===== config.mk =====
export PLATFORM = sky130hd
export DESIGN_NAME = ansi_csi_parser_cursor_unit_flat
export DESIGN_NICKNAME = d
export VERILOG_FILES = /design/src/design/acp_pkg.sv /design/src/design/acp_if.sv /design/src/design/acp_ctrl.sv /design/src/design/acp_datapath.sv /design/src/design/ansi_csi_parser_cursor_unit.sv /design/src/flat_wrapper.sv
export VERILOG_INCLUDE_DIRS = /design/src /design/src/design
export SDC_FILE = /design/constraint.sdc
export NUM_CORES = 1
export LEC_CHECK = 0
export BUFFER_PORTS_ARGS = -buffer_cell sky130_fd_sc_hd__buf_2
export CAP_MARGIN = 40
export CORE_MARGIN = 3
export CORE_UTILIZATION = 40
export CTS_BUF_LIST = sky130_fd_sc_hd__clkbuf_4 sky130_fd_sc_hd__clkbuf_8 sky130_fd_sc_hd__clkbuf_16
export DETAILED_ROUTE_END_ITERATION = 12
export PLACE_DENSITY = 0.65
export SYNTH_ARGS = -nofsm -noshare
export SYNTH_HDL_FRONTEND = slang
export SYNTH_SLANG_ARGS = --single-unit

===== constraint.sdc =====
create_clock -name clk_i -period 5.75 [get_ports clk_i]
set_input_delay 1.15 -clock clk_i [delete_from_list [all_inputs] [get_ports clk_i]]
set_output_delay 1.15 -clock clk_i [all_outputs]
set_load 0.01 [all_outputs]

===== src/design/assert_macros.svh =====
// ----------------------------------------------------------------------------
// assert_macros.svh
// Assertion helpers shared by the parser design; empty when SYNTH is defined.
// ----------------------------------------------------------------------------
`ifndef ASSERT_MACROS_SVH
`define ASSERT_MACROS_SVH

`ifndef SYNTH
// property that must hold at every clock edge outside reset
`define ACP_ASSERT(lbl, clk, rstn, prop) \
  lbl: assert property (@(posedge clk) disable iff (!rstn) prop) \
    else $error("acp assertion failed");
// expression that must never be true outside reset
`define ACP_NEVER(lbl, clk, rstn, expr) \
  lbl: assert property (@(posedge clk) disable iff (!rstn) !(expr)) \
    else $error("acp forbidden condition seen");
`else
`define ACP_ASSERT(lbl, clk, rstn, prop)
`define ACP_NEVER(lbl, clk, rstn, expr)
`endif

`endif


===== src/design/acp_pkg.sv =====
// ----------------------------------------------------------------------------
// acp_pkg
// Types, byte codes and defaults for the escape sequence parser.
// ----------------------------------------------------------------------------
package acp_pkg;

  // defaults
  localparam int unsigned MAX_PARAMS_DEF = 8;
  localparam logic [15:0] COLS_RESET     = 16'd80;
  localparam logic [15:0] ROWS_RESET     = 16'd24;
  localparam logic [15:0] VALUE_MAX      = 16'hFFFF;
  localparam logic [15:0] POS_HOME       = 16'd1;

  // byte codes
  localparam logic [7:0] ESC_BYTE  = 8'd27;
  localparam logic [7:0] DEL_BYTE  = 8'd127;
  localparam logic [7:0] PRINT_MIN = 8'd32;
  localparam logic [7:0] CR_BYTE   = 8'h0D;
  localparam logic [7:0] LF_BYTE   = 8'h0A;
  localparam logic [7:0] LBRACKET  = 8'h5B;
  localparam logic [7:0] SEMICOLON = 8'h3B;
  localparam logic [7:0] DIGIT_0   = 8'h30;
  localparam logic [7:0] DIGIT_9   = 8'h39;
  localparam logic [7:0] FINAL_MIN = 8'h40;
  localparam logic [7:0] FINAL_MAX = 8'h7E;

  // config register indexes
  localparam logic CFG_SCREEN_COLUMNS = 1'b0;
  localparam logic CFG_SCREEN_ROWS    = 1'b1;

  // result kinds
  localparam logic KIND_TEXT    = 1'b0;
  localparam logic KIND_CONTROL = 1'b1;

  typedef enum logic [1:0] {
    PH_GROUND = 2'd0,
    PH_ESCAPE = 2'd1,
    PH_CSI    = 2'd2
  } acp_phase_e;

  typedef enum logic {
    S_IDLE = 1'b0,
    S_EMIT = 1'b1
  } acp_state_e;

  // controller to datapath
  typedef struct packed {
    logic take;   // apply the accepted byte
    logic emit;   // load the next control result
  } acp_cmd_t;

  // datapath to controller
  typedef struct packed {
    logic out_free;   // output register empty or draining
    logic final_hit;  // current byte ends a control sequence
    logic emit_last;  // the next control result is the last one
  } acp_sts_t;

endpackage


===== src/design/acp_if.sv =====
// ----------------------------------------------------------------------------
// acp_in_if / acp_out_if
// Valid/ready channels carrying terminal bytes in and parsed results out.
// ----------------------------------------------------------------------------
interface acp_in_if;
  logic       valid;
  logic       ready;
  logic [7:0] data_byte;
  logic       last_in_chunk;

  modport source (output valid, output data_byte, output last_in_chunk, input ready);
  modport sink   (input valid, input data_byte, input last_in_chunk, output ready);
endinterface

interface acp_out_if;
  logic        valid;
  logic        ready;
  logic        kind;
  logic [7:0]  code_byte;
  logic [3:0]  arg_count;
  logic [2:0]  param_index;
  logic [15:0] param_value;
  logic [15:0] cursor_col;
  logic [15:0] cursor_row;
  logic        last;

  modport source (output valid, output kind, output code_byte, output arg_count,
                  output param_index, output param_value, output cursor_col,
                  output cursor_row, output last, input ready);
  modport sink   (input valid, input kind, input code_byte, input arg_count,
                  input param_index, input param_value, input cursor_col,
                  input cursor_row, input last, output ready);
endinterface


===== src/design/acp_ctrl.sv =====
// ----------------------------------------------------------------------------
// acp_ctrl
// Controller: accepts bytes and sequences the control result burst.
// ----------------------------------------------------------------------------
module acp_ctrl import acp_pkg::*; (
  input  logic       clk_i,
  input  logic       rst_ni,
  input  logic       in_valid_i,
  output logic       in_ready_o,
  input  acp_sts_t   sts_i,
  output acp_cmd_t   cmd_o,
  output acp_state_e state_o
);

  acp_state_e state_q, state_d;

  // next state
  always_comb begin
    state_d = state_q;
    case (state_q)
      S_IDLE: begin
        if (in_valid_i && sts_i.out_free && sts_i.final_hit) state_d = S_EMIT;
      end
      S_EMIT: begin
        if (sts_i.out_free && sts_i.emit_last) state_d = S_IDLE;
      end
      default: state_d = S_IDLE;
    endcase
  end

  // outputs
  always_comb begin
    in_ready_o = 1'b0;
    cmd_o      = '0;
    case (state_q)
      S_IDLE: begin
        in_ready_o = sts_i.out_free;
        cmd_o.take = in_valid_i && sts_i.out_free;
      end
      S_EMIT: begin
        cmd_o.emit = sts_i.out_free;
      end
      default: ;
    endcase
  end

  always_ff @(posedge clk_i or negedge rst_ni) begin
    if (!rst_ni) begin
      state_q <= S_IDLE;
    end else begin
      state_q <= state_d;
    end
  end

  assign state_o = state_q;

endmodule


===== src/design/acp_datapath.sv =====
// ----------------------------------------------------------------------------
// acp_datapath
// Parser phase, parameter store, cursor tracking and the output register.
// ----------------------------------------------------------------------------
module acp_datapath import acp_pkg::*; #(
  parameter int unsigned MAX_PARAMS = MAX_PARAMS_DEF
) (
  input  logic        clk_i,
  input  logic        rst_ni,
  input  logic        cfg_we_i,
  input  logic        cfg_idx_i,
  input  logic [15:0] cfg_wdata_i,
  input  logic [7:0]  data_byte_i,
  input  acp_cmd_t    cmd_i,
  output acp_sts_t    sts_o,
  input  logic        out_ready_i,
  output logic        out_valid_o,
  output logic        kind_o,
  output logic [7:0]  code_byte_o,
  output logic [3:0]  arg_count_o,
  output logic [2:0]  param_index_o,
  output logic [15:0] param_value_o,
  output logic [15:0] cursor_col_o,
  output logic [15:0] cursor_row_o,
  output logic        last_o
);

  localparam int unsigned CNT_W = $clog2(MAX_PARAMS + 1);
  localparam int unsigned IDX_W = (MAX_PARAMS > 1) ? $clog2(MAX_PARAMS) : 1;
  localparam logic [CNT_W-1:0] CNT_MAX = CNT_W'(MAX_PARAMS);

  // config registers
  logic [15:0] cols_q, rows_q;

  // parser state
  acp_phase_e       phase_q, phase_d;
  logic [CNT_W-1:0] count_q, count_d;
  logic [15:0]      pend_q, pend_d;
  logic             pvalid_q, pvalid_d;
  logic [IDX_W-1:0] idx_q, idx_d;
  logic [7:0]       final_q, final_d;
  logic [15:0]      col_q, col_d, row_q, row_d;
  logic [15:0]      store_q [MAX_PARAMS];

  // store write port
  logic             st_we;
  logic [15:0]      st_wdata;

  // output register
  logic        ovalid_q, ovalid_d;
  logic        kind_q, kind_d;
  logic [7:0]  code_q, code_d;
  logic [3:0]  pcnt_q, pcnt_d;
  logic [2:0]  pidx_q, pidx_d;
  logic [15:0] pval_q, pval_d;
  logic        last_q, last_d;

  logic             is_final;
  logic [19:0]      digit_acc;
  logic [CNT_W-1:0] idx_next;

  assign is_final  = (data_byte_i >= FINAL_MIN) && (data_byte_i <= FINAL_MAX);
  assign digit_acc = {1'b0, pend_q, 3'b000} + {3'b000, pend_q, 1'b0}
                   + {16'd0, data_byte_i[3:0]};
  assign idx_next  = CNT_W'(idx_q) + CNT_W'(1);

  // status
  assign sts_o.out_free  = !ovalid_q || out_ready_i;
  assign sts_o.final_hit = (phase_q == PH_CSI) && is_final;
  assign sts_o.emit_last = (count_q == '0) || (idx_next == count_q);

  // parser, cursor and result staging
  always_comb begin
    phase_d  = phase_q;
    count_d  = count_q;
    pend_d   = pend_q;
    pvalid_d = pvalid_q;
    idx_d    = idx_q;
    final_d  = final_q;
    col_d    = col_q;
    row_d    = row_q;
    st_we    = 1'b0;
    st_wdata = pvalid_q ? pend_q : 16'd0;
    ovalid_d = ovalid_q && !out_ready_i;
    kind_d   = kind_q;
    code_d   = code_q;
    pcnt_d   = pcnt_q;
    pidx_d   = pidx_q;
    pval_d   = pval_q;
    last_d   = last_q;

    if (cmd_i.take) begin
      case (phase_q)
        PH_ESCAPE: begin
          if (data_byte_i == LBRACKET) begin
            phase_d  = PH_CSI;
            count_d  = '0;
            pend_d   = '0;
            pvalid_d = 1'b0;
          end else begin
            phase_d = PH_GROUND;
          end
        end
        PH_CSI: begin
          if (data_byte_i inside {[DIGIT_0:DIGIT_9]}) begin
            pend_d   = (digit_acc > {4'd0, VALUE_MAX}) ? VALUE_MAX : digit_acc[15:0];
            pvalid_d = 1'b1;
          end else if (data_byte_i == SEMICOLON ||
                       (is_final && (pvalid_q || count_q != '0))) begin
            // close the pending parameter
            if (count_q < CNT_MAX) begin
              st_we   = 1'b1;
              count_d = count_q + CNT_W'(1);
            end
            pend_d   = '0;
            pvalid_d = 1'b0;
          end
          if (is_final) begin
            final_d = data_byte_i;
            idx_d   = '0;
            phase_d = PH_GROUND;
          end
        end
        default: begin
          // ground
          phase_d = PH_GROUND;
          if (data_byte_i == ESC_BYTE) begin
            phase_d = PH_ESCAPE;
          end else begin
            if (data_byte_i == CR_BYTE) begin
              col_d = POS_HOME;
            end else if (data_byte_i == LF_BYTE) begin
              if (row_q < rows_q) row_d = row_q + 16'd1;
            end else if (data_byte_i >= PRINT_MIN && data_byte_i != DEL_BYTE
                         && col_q < cols_q) begin
              col_d = col_q + 16'd1;
            end
            ovalid_d = 1'b1;
            kind_d   = KIND_TEXT;
            code_d   = data_byte_i;
            pcnt_d   = 4'd0;
            pidx_d   = 3'd0;
            pval_d   = 16'd0;
            last_d   = 1'b1;
          end
        end
      endcase
    end

    // one control result per cycle while the output is free, value read from the store when clocked
    if (cmd_i.emit) begin
      ovalid_d = 1'b1;
      kind_d   = KIND_CONTROL;
      code_d   = final_q;
      pcnt_d   = 4'(count_q);
      pidx_d   = 3'(idx_q);
      last_d   = sts_o.emit_last;
      idx_d    = idx_next[IDX_W-1:0];
      if (sts_o.emit_last) begin
        count_d  = '0;
        idx_d    = '0;
        pend_d   = '0;
        pvalid_d = 1'b0;
      end
    end
  end

  // control registers
  always_ff @(posedge clk_i or negedge rst_ni) begin
    if (!rst_ni) begin
      cols_q   <= COLS_RESET;
      rows_q   <= ROWS_RESET;
      phase_q  <= PH_GROUND;
      count_q  <= '0;
      pend_q   <= '0;
      pvalid_q <= 1'b0;
      idx_q    <= '0;
      col_q    <= POS_HOME;
      row_q    <= POS_HOME;
      ovalid_q <= 1'b0;
    end else begin
      if (cfg_we_i) begin
        case (cfg_idx_i)
          CFG_SCREEN_COLUMNS: cols_q <= cfg_wdata_i;
          CFG_SCREEN_ROWS:    rows_q <= cfg_wdata_i;
          default: ;
        endcase
      end
      phase_q  <= phase_d;
      count_q  <= count_d;
      pend_q   <= pend_d;
      pvalid_q <= pvalid_d;
      idx_q    <= idx_d;
      col_q    <= col_d;
      row_q    <= row_d;
      ovalid_q <= ovalid_d;
    end
  end

  // payload registers and parameter store
  always_ff @(posedge clk_i) begin
    final_q <= final_d;
    kind_q  <= kind_d;
    code_q  <= code_d;
    pcnt_q  <= pcnt_d;
    pidx_q  <= pidx_d;
    if (cmd_i.emit) begin
      pval_q <= (count_q == '0) ? 16'd0 : store_q[idx_q];
    end else begin
      pval_q <= pval_d;
    end
    last_q  <= last_d;
    if (st_we) store_q[count_q[IDX_W-1:0]] <= st_wdata;
  end

  assign out_valid_o   = ovalid_q;
  assign kind_o        = kind_q;
  assign code_byte_o   = code_q;
  assign arg_count_o   = pcnt_q;
  assign param_index_o = pidx_q;
  assign param_value_o = pval_q;
  assign cursor_col_o  = col_q;
  assign cursor_row_o  = row_q;
  assign last_o        = last_q;

endmodule


===== src/design/ansi_csi_parser_cursor_unit.sv =====
// ----------------------------------------------------------------------------
// ansi_csi_parser_cursor_unit
// Terminal byte parser for CSI escape sequences with cursor tracking.
// ----------------------------------------------------------------------------
// usage:
//   in_i carries one terminal byte per item; out_o carries parsed results.
//   a text byte gives one result in the cycle after it is taken, with the
//   cursor position after that byte. ESC, escape bytes, digits, ';' and
//   other bytes inside a sequence give no result.
//   a final byte gives one control result per stored parameter (or one if
//   there are none); it moves the controller to S_EMIT, which loads them
//   into the output register one per cycle while out_o is not stalled, and
//   the input is held off while that burst drains.
//   all results pass through the single output register; a new byte is
//   taken outside a burst when that register is empty or read in that cycle;
//   when out_o stalls the block holds its result and stops taking bytes until
//   the result is read. screen_columns (index 0) and screen_rows (index 1)
//   are written through cfg_we_i / cfg_idx_i / cfg_wdata_i; the user must
//   do so only while the block is idle; the block itself does not enforce it.
//   reset puts the parser in ground, clears the parameters, homes the cursor
//   to column 1 row 1 and loads limits 80 by 24.
// ----------------------------------------------------------------------------
`include "assert_macros.svh"

module ansi_csi_parser_cursor_unit import acp_pkg::*; #(
  parameter int unsigned MAX_PARAMS = MAX_PARAMS_DEF
) (
  input  logic         clk_i,
  input  logic         rst_ni,
  acp_in_if.sink       in_i,
  acp_out_if.source    out_o,
  input  logic         cfg_we_i,
  input  logic         cfg_idx_i,
  input  logic [15:0]  cfg_wdata_i
);

  acp_cmd_t   cmd;
  acp_sts_t   sts;
  acp_state_e state;

  // controller
  acp_ctrl u_ctrl (
    .clk_i      (clk_i),
    .rst_ni     (rst_ni),
    .in_valid_i (in_i.valid),
    .in_ready_o (in_i.ready),
    .sts_i      (sts),
    .cmd_o      (cmd),
    .state_o    (state)
  );

  // datapath
  acp_datapath #(
    .MAX_PARAMS (MAX_PARAMS)
  ) u_dp (
    .clk_i         (clk_i),
    .rst_ni        (rst_ni),
    .cfg_we_i      (cfg_we_i),
    .cfg_idx_i     (cfg_idx_i),
    .cfg_wdata_i   (cfg_wdata_i),
    .data_byte_i   (in_i.data_byte),
    .cmd_i         (cmd),
    .sts_o         (sts),
    .out_ready_i   (out_o.ready),
    .out_valid_o   (out_o.valid),
    .kind_o        (out_o.kind),
    .code_byte_o   (out_o.code_byte),
    .arg_count_o   (out_o.arg_count),
    .param_index_o (out_o.param_index),
    .param_value_o (out_o.param_value),
    .cursor_col_o  (out_o.cursor_col),
    .cursor_row_o  (out_o.cursor_row),
    .last_o        (out_o.last)
  );

  // checks
  `ACP_NEVER(a_take_and_emit, clk_i, rst_ni, cmd.take && cmd.emit)
  `ACP_ASSERT(a_final_starts_burst, clk_i, rst_ni, (cmd.take && sts.final_hit) |=> (state == S_EMIT))
  `ACP_ASSERT(a_emit_fills_output, clk_i, rst_ni, cmd.emit |=> (out_o.valid && out_o.kind == KIND_CONTROL))
  `ACP_ASSERT(a_text_is_plain, clk_i, rst_ni, (out_o.valid && out_o.kind == KIND_TEXT) |-> (out_o.last && out_o.arg_count == 4'd0 && out_o.param_value == 16'd0))

endmodule


===== src/flat_wrapper.sv =====
// flat-port wrapper written by rule: the top's interface ports become plain ports
module ansi_csi_parser_cursor_unit_flat import acp_pkg::*;
#(
  parameter int unsigned MAX_PARAMS = MAX_PARAMS_DEF
)
  (clk_i, rst_ni, cfg_we_i, cfg_idx_i, cfg_wdata_i, in_i_valid, in_i_data_byte, in_i_last_in_chunk, in_i_ready, out_o_valid, out_o_kind, out_o_code_byte, out_o_arg_count, out_o_param_index, out_o_param_value, out_o_cursor_col, out_o_cursor_row, out_o_last, out_o_ready);
  acp_in_if in_i_i ();
  acp_out_if out_o_i ();
  input  logic clk_i;
  input  logic rst_ni;
  input  logic cfg_we_i;
  input  logic cfg_idx_i;
  input  logic [15:0] cfg_wdata_i;
  input wire logic [$bits(in_i_i.valid)-1:0] in_i_valid;
  input wire logic [$bits(in_i_i.data_byte)-1:0] in_i_data_byte;
  input wire logic [$bits(in_i_i.last_in_chunk)-1:0] in_i_last_in_chunk;
  output wire logic [$bits(in_i_i.ready)-1:0] in_i_ready;
  output wire logic [$bits(out_o_i.valid)-1:0] out_o_valid;
  output wire logic [$bits(out_o_i.kind)-1:0] out_o_kind;
  output wire logic [$bits(out_o_i.code_byte)-1:0] out_o_code_byte;
  output wire logic [$bits(out_o_i.arg_count)-1:0] out_o_arg_count;
  output wire logic [$bits(out_o_i.param_index)-1:0] out_o_param_index;
  output wire logic [$bits(out_o_i.param_value)-1:0] out_o_param_value;
  output wire logic [$bits(out_o_i.cursor_col)-1:0] out_o_cursor_col;
  output wire logic [$bits(out_o_i.cursor_row)-1:0] out_o_cursor_row;
  output wire logic [$bits(out_o_i.last)-1:0] out_o_last;
  input wire logic [$bits(out_o_i.ready)-1:0] out_o_ready;
  assign in_i_i.valid = in_i_valid;
  assign in_i_i.data_byte = in_i_data_byte;
  assign in_i_i.last_in_chunk = in_i_last_in_chunk;
  assign in_i_ready = in_i_i.ready;
  assign out_o_valid = out_o_i.valid;
  assign out_o_kind = out_o_i.kind;
  assign out_o_code_byte = out_o_i.code_byte;
  assign out_o_arg_count = out_o_i.arg_count;
  assign out_o_param_index = out_o_i.param_index;
  assign out_o_param_value = out_o_i.param_value;
  assign out_o_cursor_col = out_o_i.cursor_col;
  assign out_o_cursor_row = out_o_i.cursor_row;
  assign out_o_last = out_o_i.last;
  assign out_o_i.ready = out_o_ready;
  ansi_csi_parser_cursor_unit #(.MAX_PARAMS(MAX_PARAMS)) u_core (.clk_i(clk_i), .rst_ni(rst_ni), .in_i(in_i_i), .out_o(out_o_i), .cfg_we_i(cfg_we_i), .cfg_idx_i(cfg_idx_i), .cfg_wdata_i(cfg_wdata_i));
endmodule

Word level (Yosys, flattened, before mapping) --
Memories as Yosys holds them, arrays and structs flattened. Index checks and enable logic that the tools add are counted.
Operators by class: magnitude comparators 9, reduce and logical (&&, ||, !) cells 32, multiplexer cells 74, add/sub/neg operators 6, bitwise logic cells 5, eq/ne operators 13
Operator list (number):
- $mux 16 | 16
- $mux 4 | 11
- $add 16x1->16 const B | 2
- $lt 16x16->1 | 2
- $mux 8 | 4
- $pmux 16 s2 | 1
- $mux 1 | 27
- $mux 3 | 9
- $add 19x17->20 | 1
- $add 20x4->20 | 1
- $gt 20x16->1 const B | 1
- $eq 8x4->1 const B | 2
- $ge 8x6->1 const B | 2
- $reduce_and 3->1 | 4
- $logic_and 1x1->1 | 10
- $eq 8x5->1 const B | 1
- $eq 8x6->1 const B | 1
- $eq 8x7->1 const B | 1
- $ge 8x7->1 const B | 1
- $le 8x6->1 const B | 1
- $le 8x7->1 const B | 1
- $ne 8x7->1 const B | 1
- $pmux 4 s2 | 1
- $reduce_bool 2->1 | 4
- 20 further kinds | 34
Storage, ports and cells: word-level logic and storage cells 158, memories 1, bits in writable memories 128, output and inout port bits 67, register bits after elaboration 133
Memories:
- u_core.u_dp.store_q | depth 8, width 16, rd ports 1, clocked after Yosys merged registers in 0, wr ports 1, line acp_datapath.sv:43 | logic [15:0] store_q [MAX_PARAMS];

Logic depth before layout (Yosys ltp) --
Gate-level depths: netlist of run 1.
depth after elaboration 10, mapped depth 13, depth with buffers taken out 11

Modules after synthesis --
Synthesis of run 1 repeated with hierarchy kept, for this count alone.
Unflattened totals: cells, all modules 938, area total of the unflattened synthesis 12439.4 µm²
Modules (own cells, without submodules):
- acp_datapath | instances 1, area an instance 12375.6 µm², sequential area each 7349.5 µm², cells an instance 932
- acp_ctrl | instances 1, area an instance 63.8 µm², sequential area each 25.0 µm², cells an instance 6

Least setup slack after synthesis of run 1 --
Ideal clock, no wire load.
kind input -> register, start in in_i_data_byte[3], end reg u_core.u_dp.pend_q[11], arrival time 3.931 ns, stages 12, library setup time 0.119 ns, path slack 1.699 ns, cells stage by stage fa_1 fa_1 a21oi_1 o211ai_1 a31oi_2 a41oi_1 a22o_1 a2111o_1 buf_6 buf_6 o22ai_2 nand2_1
On the way: longest elaborated chain between the ends 10
Ends and longest elaborated chain:
- start, declared | line flat_wrapper.sv:15 | input wire logic [$bits(in_i_i.data_byte)-1:0] in_i_data_byte;
- parallel branches: the longest is 6 deep, another holds $add 20x4->20
- $pmux 16 s2 (*) | line acp_datapath.sv:93 | case (phase_q)
- $mux 16 (*) | line acp_datapath.sv:92 | if (cmd_i.take) begin
- $mux 16 | line acp_datapath.sv:159 | if (sts_o.emit_last) begin
- $mux 16 (*) | line acp_datapath.sv:151 | if (cmd_i.emit) begin
- named net u_core.u_dp.pend_d[11] | line acp_datapath.sv:38 | logic [15:0] pend_q, pend_d;
- end signal, assigned | line acp_datapath.sv:191 | pend_q <= pend_d;
- end, declared | line acp_datapath.sv:38
Mark *: on every way through the listed nets, which the timed path passes. A chain may end at the register's enable or synchronous reset.

Worst setup path after layout of run 1 --
start in in_i_data_byte[3], end reg u_core.u_dp.pend_q[13]
The elaborated chain is that of the path after synthesis.

==> metrics.yaml, run 1 <==
finish:
  fin_nets: 1189
  layout-drive-gt1-share_pct: 21.4
  final_area_um2: 14500
  diodes: 0
  syn_to_final_growth_pct: 15.6
power:
  power_frac_comb_pct: 7.2
  ir_worst_vdd_mv: 0.233
  power_mw: 4.19
  power.share.clock_pct: 42.3
  p_per_area_nw_per_um2: 288
  swShare_pct: 22.9
  power_frac_seq_pct: 50.5
  p_leak_nw: 5.98
  p_int_mw: 3.23
  p_sw_mw: 0.960
floorplan:
  core_um2: 30700
  die_area_um2: 33500
  rows: 64
  die_w_um: 183
  ios: 98
  die_h_um: 183
  start_util_pct: 40.8
global_routing:
  grt_antenna_before_repair: 3
  grt_pass1_vias: 8176
  gr-total-overflow: 0
  grt_max_degree: 48
  grt_pass1_wl_um: 42600
  grt_use_total_pct: 15.4
clock_tree:
  cts_tree: "yes"
  numClockSinks: 261
  cts_root_buf: "clkbuf_16"
  path_clk_slew_ns: 0.06
  cts_buffers: 28
  cts_buffer_depth: 3
  htree_levels: 1
  insertion_delay_ns: 0.55
  post-cts-setup-buffers: 0
  postCtsHoldBufs: 0
  cts_resized: 0
detailed_routing:
  vias: 7933
  routed_via_density: 5.27
  drt_first_pass_iters: 5
  routedWlPerCell_um: 17.1
  postRouteAntennaNets: 0
  remaining_drc_errors: 0
  wl_um: 25800
  drt_iter0_markers: 519
timing:
  setup-violations-final: 0
  final_max_slew_viol_count: 0
  min_period_over_period_pct: 73.2
  fin_crit_ns: 4.21
  fin_skew_ns: 0.0194
  hold_violations: 0
  timing.fmax_mhz: 238
  rsz0062_at_grt: "no"
  worstMarginPinSlew_ns: 0.804
  relSlewSlack_pct: 45.0
  worst_slack_ns: 1.54
  holdWs_ns: 0.441
  setup-tns-final_ns: 0
synth:
  synthFlopType: "edfxtp_1"
  async_flop_share_pct: 35.2
  post-synth-top-count-cell: "edfxtp_1"
  syn_area_per_cell_um2: 12.8
  synth.top_cells.by_count: "edfxtp_1, nand2_1, dfrtp_1"
  syn_inst: 979
  synthTopCellsByArea: "edfxtp_1, dfrtp_1, ha_1, mux4_2, nand2_1"
  synthesis.nets: 1080
  synth_top_area_share_pct: 40.2
  ys_types: 60
  netlist_area_um2: 12600
  synth-seq-cells: 261
  yosysWarningCount: 0
  synth_edf_count: 168
  seq_area_frac_synth_pct: 58.8
  synth_top_cell_by_area: "edfxtp_1"
critical_path:
  cp-start-kind: "input pin"
  critPathBufInv: 1
  criticalPathCategory: "input pin to flip-flop"
  worstPathArrival_ns: 4.62
  cp_cell_sequence: "buf_2 -> fa_1 -> fa_1 -> a21oi_1 -> o211ai_1 -> a31oi_2 -> a41oi_1 -> a22o_1 -> a2111o_1 -> o31ai_1 -> a21oi_1"
  endpoint_kind: "flip-flop"
  slowest_stage: "a2111o_1"
  cp_max_fo: 18
  crit_family: "compound AO/OA/AOI/OAI gates"
  required_ns: 6.17
  max_stage_delay_ns: 0.66
placed_design:
  gp_congestion: 0.780
  place_area_um2: 13600
  dp_slack_ns: 0.998
  io_buffers: 96
  dpl.hpwl_um: 17200
flow_run:
  cap_violations: 0
hold_path:
  min_path_type: "flip-flop to flip-flop"
outcome:
  outcome: "completed"
cell usage in the layout (no fill, tap or decap), types with 8 or more instances in the layout:
cell type  count
clkbuf_16     28
mux2i_1       32
nor2b_1       11
xnor2_1       23
nand2_1      106
buf_4         17
a21oi_1       51
o31ai_1       13
o21ai_0       35
and2_1        22
nand2b_1      19
mux2_2        18
nand4_1       24
dfrtp_1       85
nand3_1       15
inv_1         43
nor2_1        54
and3_1        17
buf_2         95
nor3_1         9
a21o_1        20
clkbuf_4       8
edfxtp_1     168
mux4_2        32
ha_1          68
registers in the layout, summed over array words and instances, names as in the netlist:
signal                     cells
u_core.u_dp.cursor_col_o      16
u_core.u_dp.pend_q            16
u_core.u_ctrl.state_o          1
u_core.u_dp.final_q            8
u_core.u_dp.code_byte_o        8
u_core.u_dp.out_valid_o        1
u_core.u_dp.cols_q            16
u_core.u_dp.kind_o             1
u_core.u_dp.last_o             1
u_core.u_dp.param_index_o      3
u_core.u_dp.param_value_o     16
u_core.u_dp.store_q          128
u_core.u_dp.rows_q            16
u_core.u_dp.count_q            4
u_core.u_dp.phase_q            2
u_core.u_dp.arg_count_o        4
u_core.u_dp.idx_q              3
u_core.u_dp.cursor_row_o      16
u_core.u_dp.pvalid_q           1
power by group through the flow:
stage               clock network [mW]  registers (mW)  logic (mW)
CTS                               1.81            2.11       0.309
global placement                     0            2.15       0.297
detailed placement                   0            2.15       0.306
global route                      1.89            2.12       0.349
finish                            1.77            2.11       0.303
floorplan                            0            2.16       0.181
worst register-to-register path: cells and delay by family, from the launching register on:
family / cells / cell delay (ns)
AOI/OAI and AO/OA: 8 / 2.33
adders and majority gates: 2 / 1.00
DFF: 1 / 0.45
per-layer routing:
| layer | up-vias | track usage [%] | part of all wire (%) |
|---|---|---|---|
| li1 | 3848 | - | - |
| met1 | 3904 | 21.1 | 46 |
| met2 | 142 | 25.9 | 48 |
| met3 | 33 | 3.17 | 4.7 |
| met4 | 6 | 2.89 | 1.5 |
| met5 | - | 0 | 0.16 |
metrics by stage:
stage	util, %	cells
after floorplan	-	979
after global placement	43.9	1446
after detailed placement	44.2	1453
after CTS	47.2	1505
after global routing	47.2	1506
final	47.2	1506
cell type report:
cell class,instances,area (µm²)
clock inverters,12,104
clock buffers,40,816
flip-flops and latches,261,7380
fillers,2753,16200
well taps,396,495
inverters,43,161
repair buffers,117,678
multi-input cells,637,4880
cell families after synthesis:
group | share of synthesized area, %
simple gates | 11.2
flops | 58.8
compound gates | 8.35
mux | 9.91
buf+inv | 2.57
fa+ha+maj | 7.10
xor+xnor | 2.09
worst paths after layout:
kind / start / to / slack (ns) / depth (start not counted)
max: in_i_data_byte[3] / u_core.u_dp.pend_q[13] / 1.54 / 11
min: u_core.u_dp.kind_o / u_core.u_dp.kind_o / 0.44 / 2
max reg2reg: u_core.u_dp.pend_q[0] / u_core.u_dp.pend_q[13] / 1.86 / 10
min reg2reg: u_core.u_dp.kind_o / u_core.u_dp.kind_o / 0.44 / 2
max in group asynchronous: rst_ni / u_core.u_dp.cursor_row_o[14] / 4.08 / 2
min in group asynchronous: rst_ni / u_core.u_dp.out_valid_o / 0.63 / 1
Power figures use the tool's default switching activity.
==> inputs of run 2 (changes only) <==
==> constraint.sdc (replaced) <==
create_clock -name clk_i -period 3.97 [get_ports clk_i]
set_input_delay 0.794 -clock clk_i [delete_from_list [all_inputs] [get_ports clk_i]]
set_output_delay 0.794 -clock clk_i [all_outputs]
set_load 0.01 [all_outputs]
==> metrics.yaml, run 2 (synthesis gave the netlist of run 1 again) <==
outcome:
  outcome: "completed"
global_routing:
  grt_use_total_pct: 15.5
  grt_pass1_vias: 8159
  grt_antenna_before_repair: 4
  grt_max_degree: 48
  grt_pass1_wl_um: 42500
  gr-total-overflow: 0
detailed_routing:
  drt_iter0_markers: 460
  wl_um: 26100
  remaining_drc_errors: 0
  postRouteAntennaNets: 0
  drt_first_pass_iters: 4
  routed_via_density: 5.26
  vias: 7993
  routedWlPerCell_um: 17.2
critical_path:
  cp_cell_sequence: "fa_1 -> fa_1 -> a21oi_1 -> o211ai_1 -> a31oi_2 -> a41oi_1 -> a22o_1 -> a2111o_1 -> buf_4 -> nor2_1 -> o31ai_1"
  endpoint_kind: "flip-flop"
  worstPathArrival_ns: 4.02
  r2r_start: "u_core.u_dp.pend_q[0]"
  crit_family: "compound AO/OA/AOI/OAI gates"
  criticalPathCategory: "flip-flop to flip-flop"
  path_common_cell: "fa_1"
  timing.rr.end: "u_core.u_dp.pend_q[5]"
  required_ns: 4.40
  max_stage_delay_ns: 0.54
  reg2regPathDepth: 11
  cp-start-kind: "flip-flop"
  r2r_slack_ns: 0.38
  cp_max_fo: 10
  slowest_stage: "fa_1"
  critPathBufInv: 1
power:
  p_leak_nw: 6.25
  ir_worst_vdd_mv: 0.320
  power_mw: 6.16
  p_per_area_nw_per_um2: 423
placed_design:
  io_buffers: 96
  dpl.hpwl_um: 17600
  gp_congestion: 0.780
  dp_slack_ns: -0.0680
timing:
  timing.fmax_mhz: 279
  setup-violations-final: 0
  relSlewSlack_pct: 44.0
  fin_crit_ns: 3.59
  worst_slack_ns: 0.381
  final_max_slew_viol_count: 0
  rsz0062_at_grt: "no"
  min_period_over_period_pct: 90.4
  hold_violations: 0
  fin_skew_ns: 0.0139
  worstMarginPinSlew_ns: 0.819
  holdWs_ns: 0.141
finish:
  final_common_cell: "edfxtp_1"
  syn_to_final_growth_pct: 16.2
  layout-drive-gt1-share_pct: 22.2
  mostFrequentLayoutCells: "edfxtp_1, nand2_1, buf_2, dfrtp_1, ha_1"
  fin_nets: 1200
  largest_reg_flops: 128
clock_tree:
  numClockSinks: 261
  path_clk_slew_ns: 0.06
  postCtsHoldBufs: 0
  cts_tree: "yes"
  cts_buffer_depth: 3
  cts_buffers: 29
  post-cts-setup-buffers: 0
  htree_levels: 1
  cts_root_buf: "clkbuf_16"
  insertion_delay_ns: 0.55
  cts_resized: 0
floorplan:
  die_h_um: 183
  start_util_pct: 40.8
  ios: 98
  core_um2: 30700
  die_area_um2: 33500
  die_w_um: 183
  rows: 64
flow_run:
  cap_violations: 0
hold_path:
  min_path_type: "input pin to asynchronous set/reset pin"
## run 2: cell count changes in the layout (fill, tap and decap cells not counted), moves of 2 or more
cell,change
buf_4,+14
buf_8,-4
clkbuf_8,-4
clkinv_4,+4
bufinv_16,+2
clkbuf_4,-2
clkinv_1,-2
clkinv_2,+2
diode_2,+2
nor2_1,+2
nor2_2,-2
nor3_2,+2
nor3_4,-2
## run 2: cell type report
cell class	instances	area [µm²]
inverter	43	161
clock buffer	35	771
clock inverter	19	191
sequential	261	7380
multi-input combinational	637	4860
antenna	2	5.00
fill	2790	16200
tap	396	495
timing repair buffer	127	723
## run 2: worst register-to-register path: cells and delay by family (launching register included)
kind	cells	cell delay (ns)
buffers and inverters	1	0.24
adder cells (fa/ha/maj)	2	1.02
flip-flops	1	0.46
AO/OA/AOI/OAI	7	1.62
AND/OR/NAND/NOR	1	0.13
## run 2: worst max path at each step
| stage | startpoint | slack, ns | cells after the start | endpoint |
|---|---|---|---|---|
| after floorplan | in_i_data_byte[3] | 0.28 | 12 | u_core.u_dp.pend_q[11] |
| after global placement | in_i_data_byte[3] | -0.009 | 12 | u_core.u_dp.pend_q[5] |
| after detailed placement | in_i_data_byte[3] | -0.07 | 12 | u_core.u_dp.pend_q[5] |
| after CTS | u_core.u_dp.pend_q[0] | 0.40 | 11 | u_core.u_dp.pend_q[2] |
| after global routing | u_core.u_dp.pend_q[0] | 0.20 | 11 | u_core.u_dp.pend_q[5] |
| final | u_core.u_dp.pend_q[0] | 0.38 | 11 | u_core.u_dp.pend_q[5] |
## run 2: per-stage QoR
step,std cells,utilization (%),instance area (µm²),TNS [ns]
after floorplan,979,-,12600,0
after global placement,1462,44.2,13600,-0.0133
after detailed placement,1464,44.3,13600,-0.425
after CTS,1518,47.4,14600,0
after global routing,1519,47.4,14600,0
final,1520,47.4,14600,0
## run 2: report_power, final
group	switching, mW	internal [mW]
registers	0.0755	2.99
clock network	1.07	1.59
logic	0.249	0.195
total	1.40	4.77
## run 2: per-layer routing
metal	part of all wire (%)	routed length [µm]	vias up	GRT usage (%)
li1	-	-	3867	-
met1	44	11400	3920	20.4
met5	0.14	36	-	0
met4	1.8	470	6	3.72
met2	49	12800	157	26.4
met3	5.3	1380	43	3.41
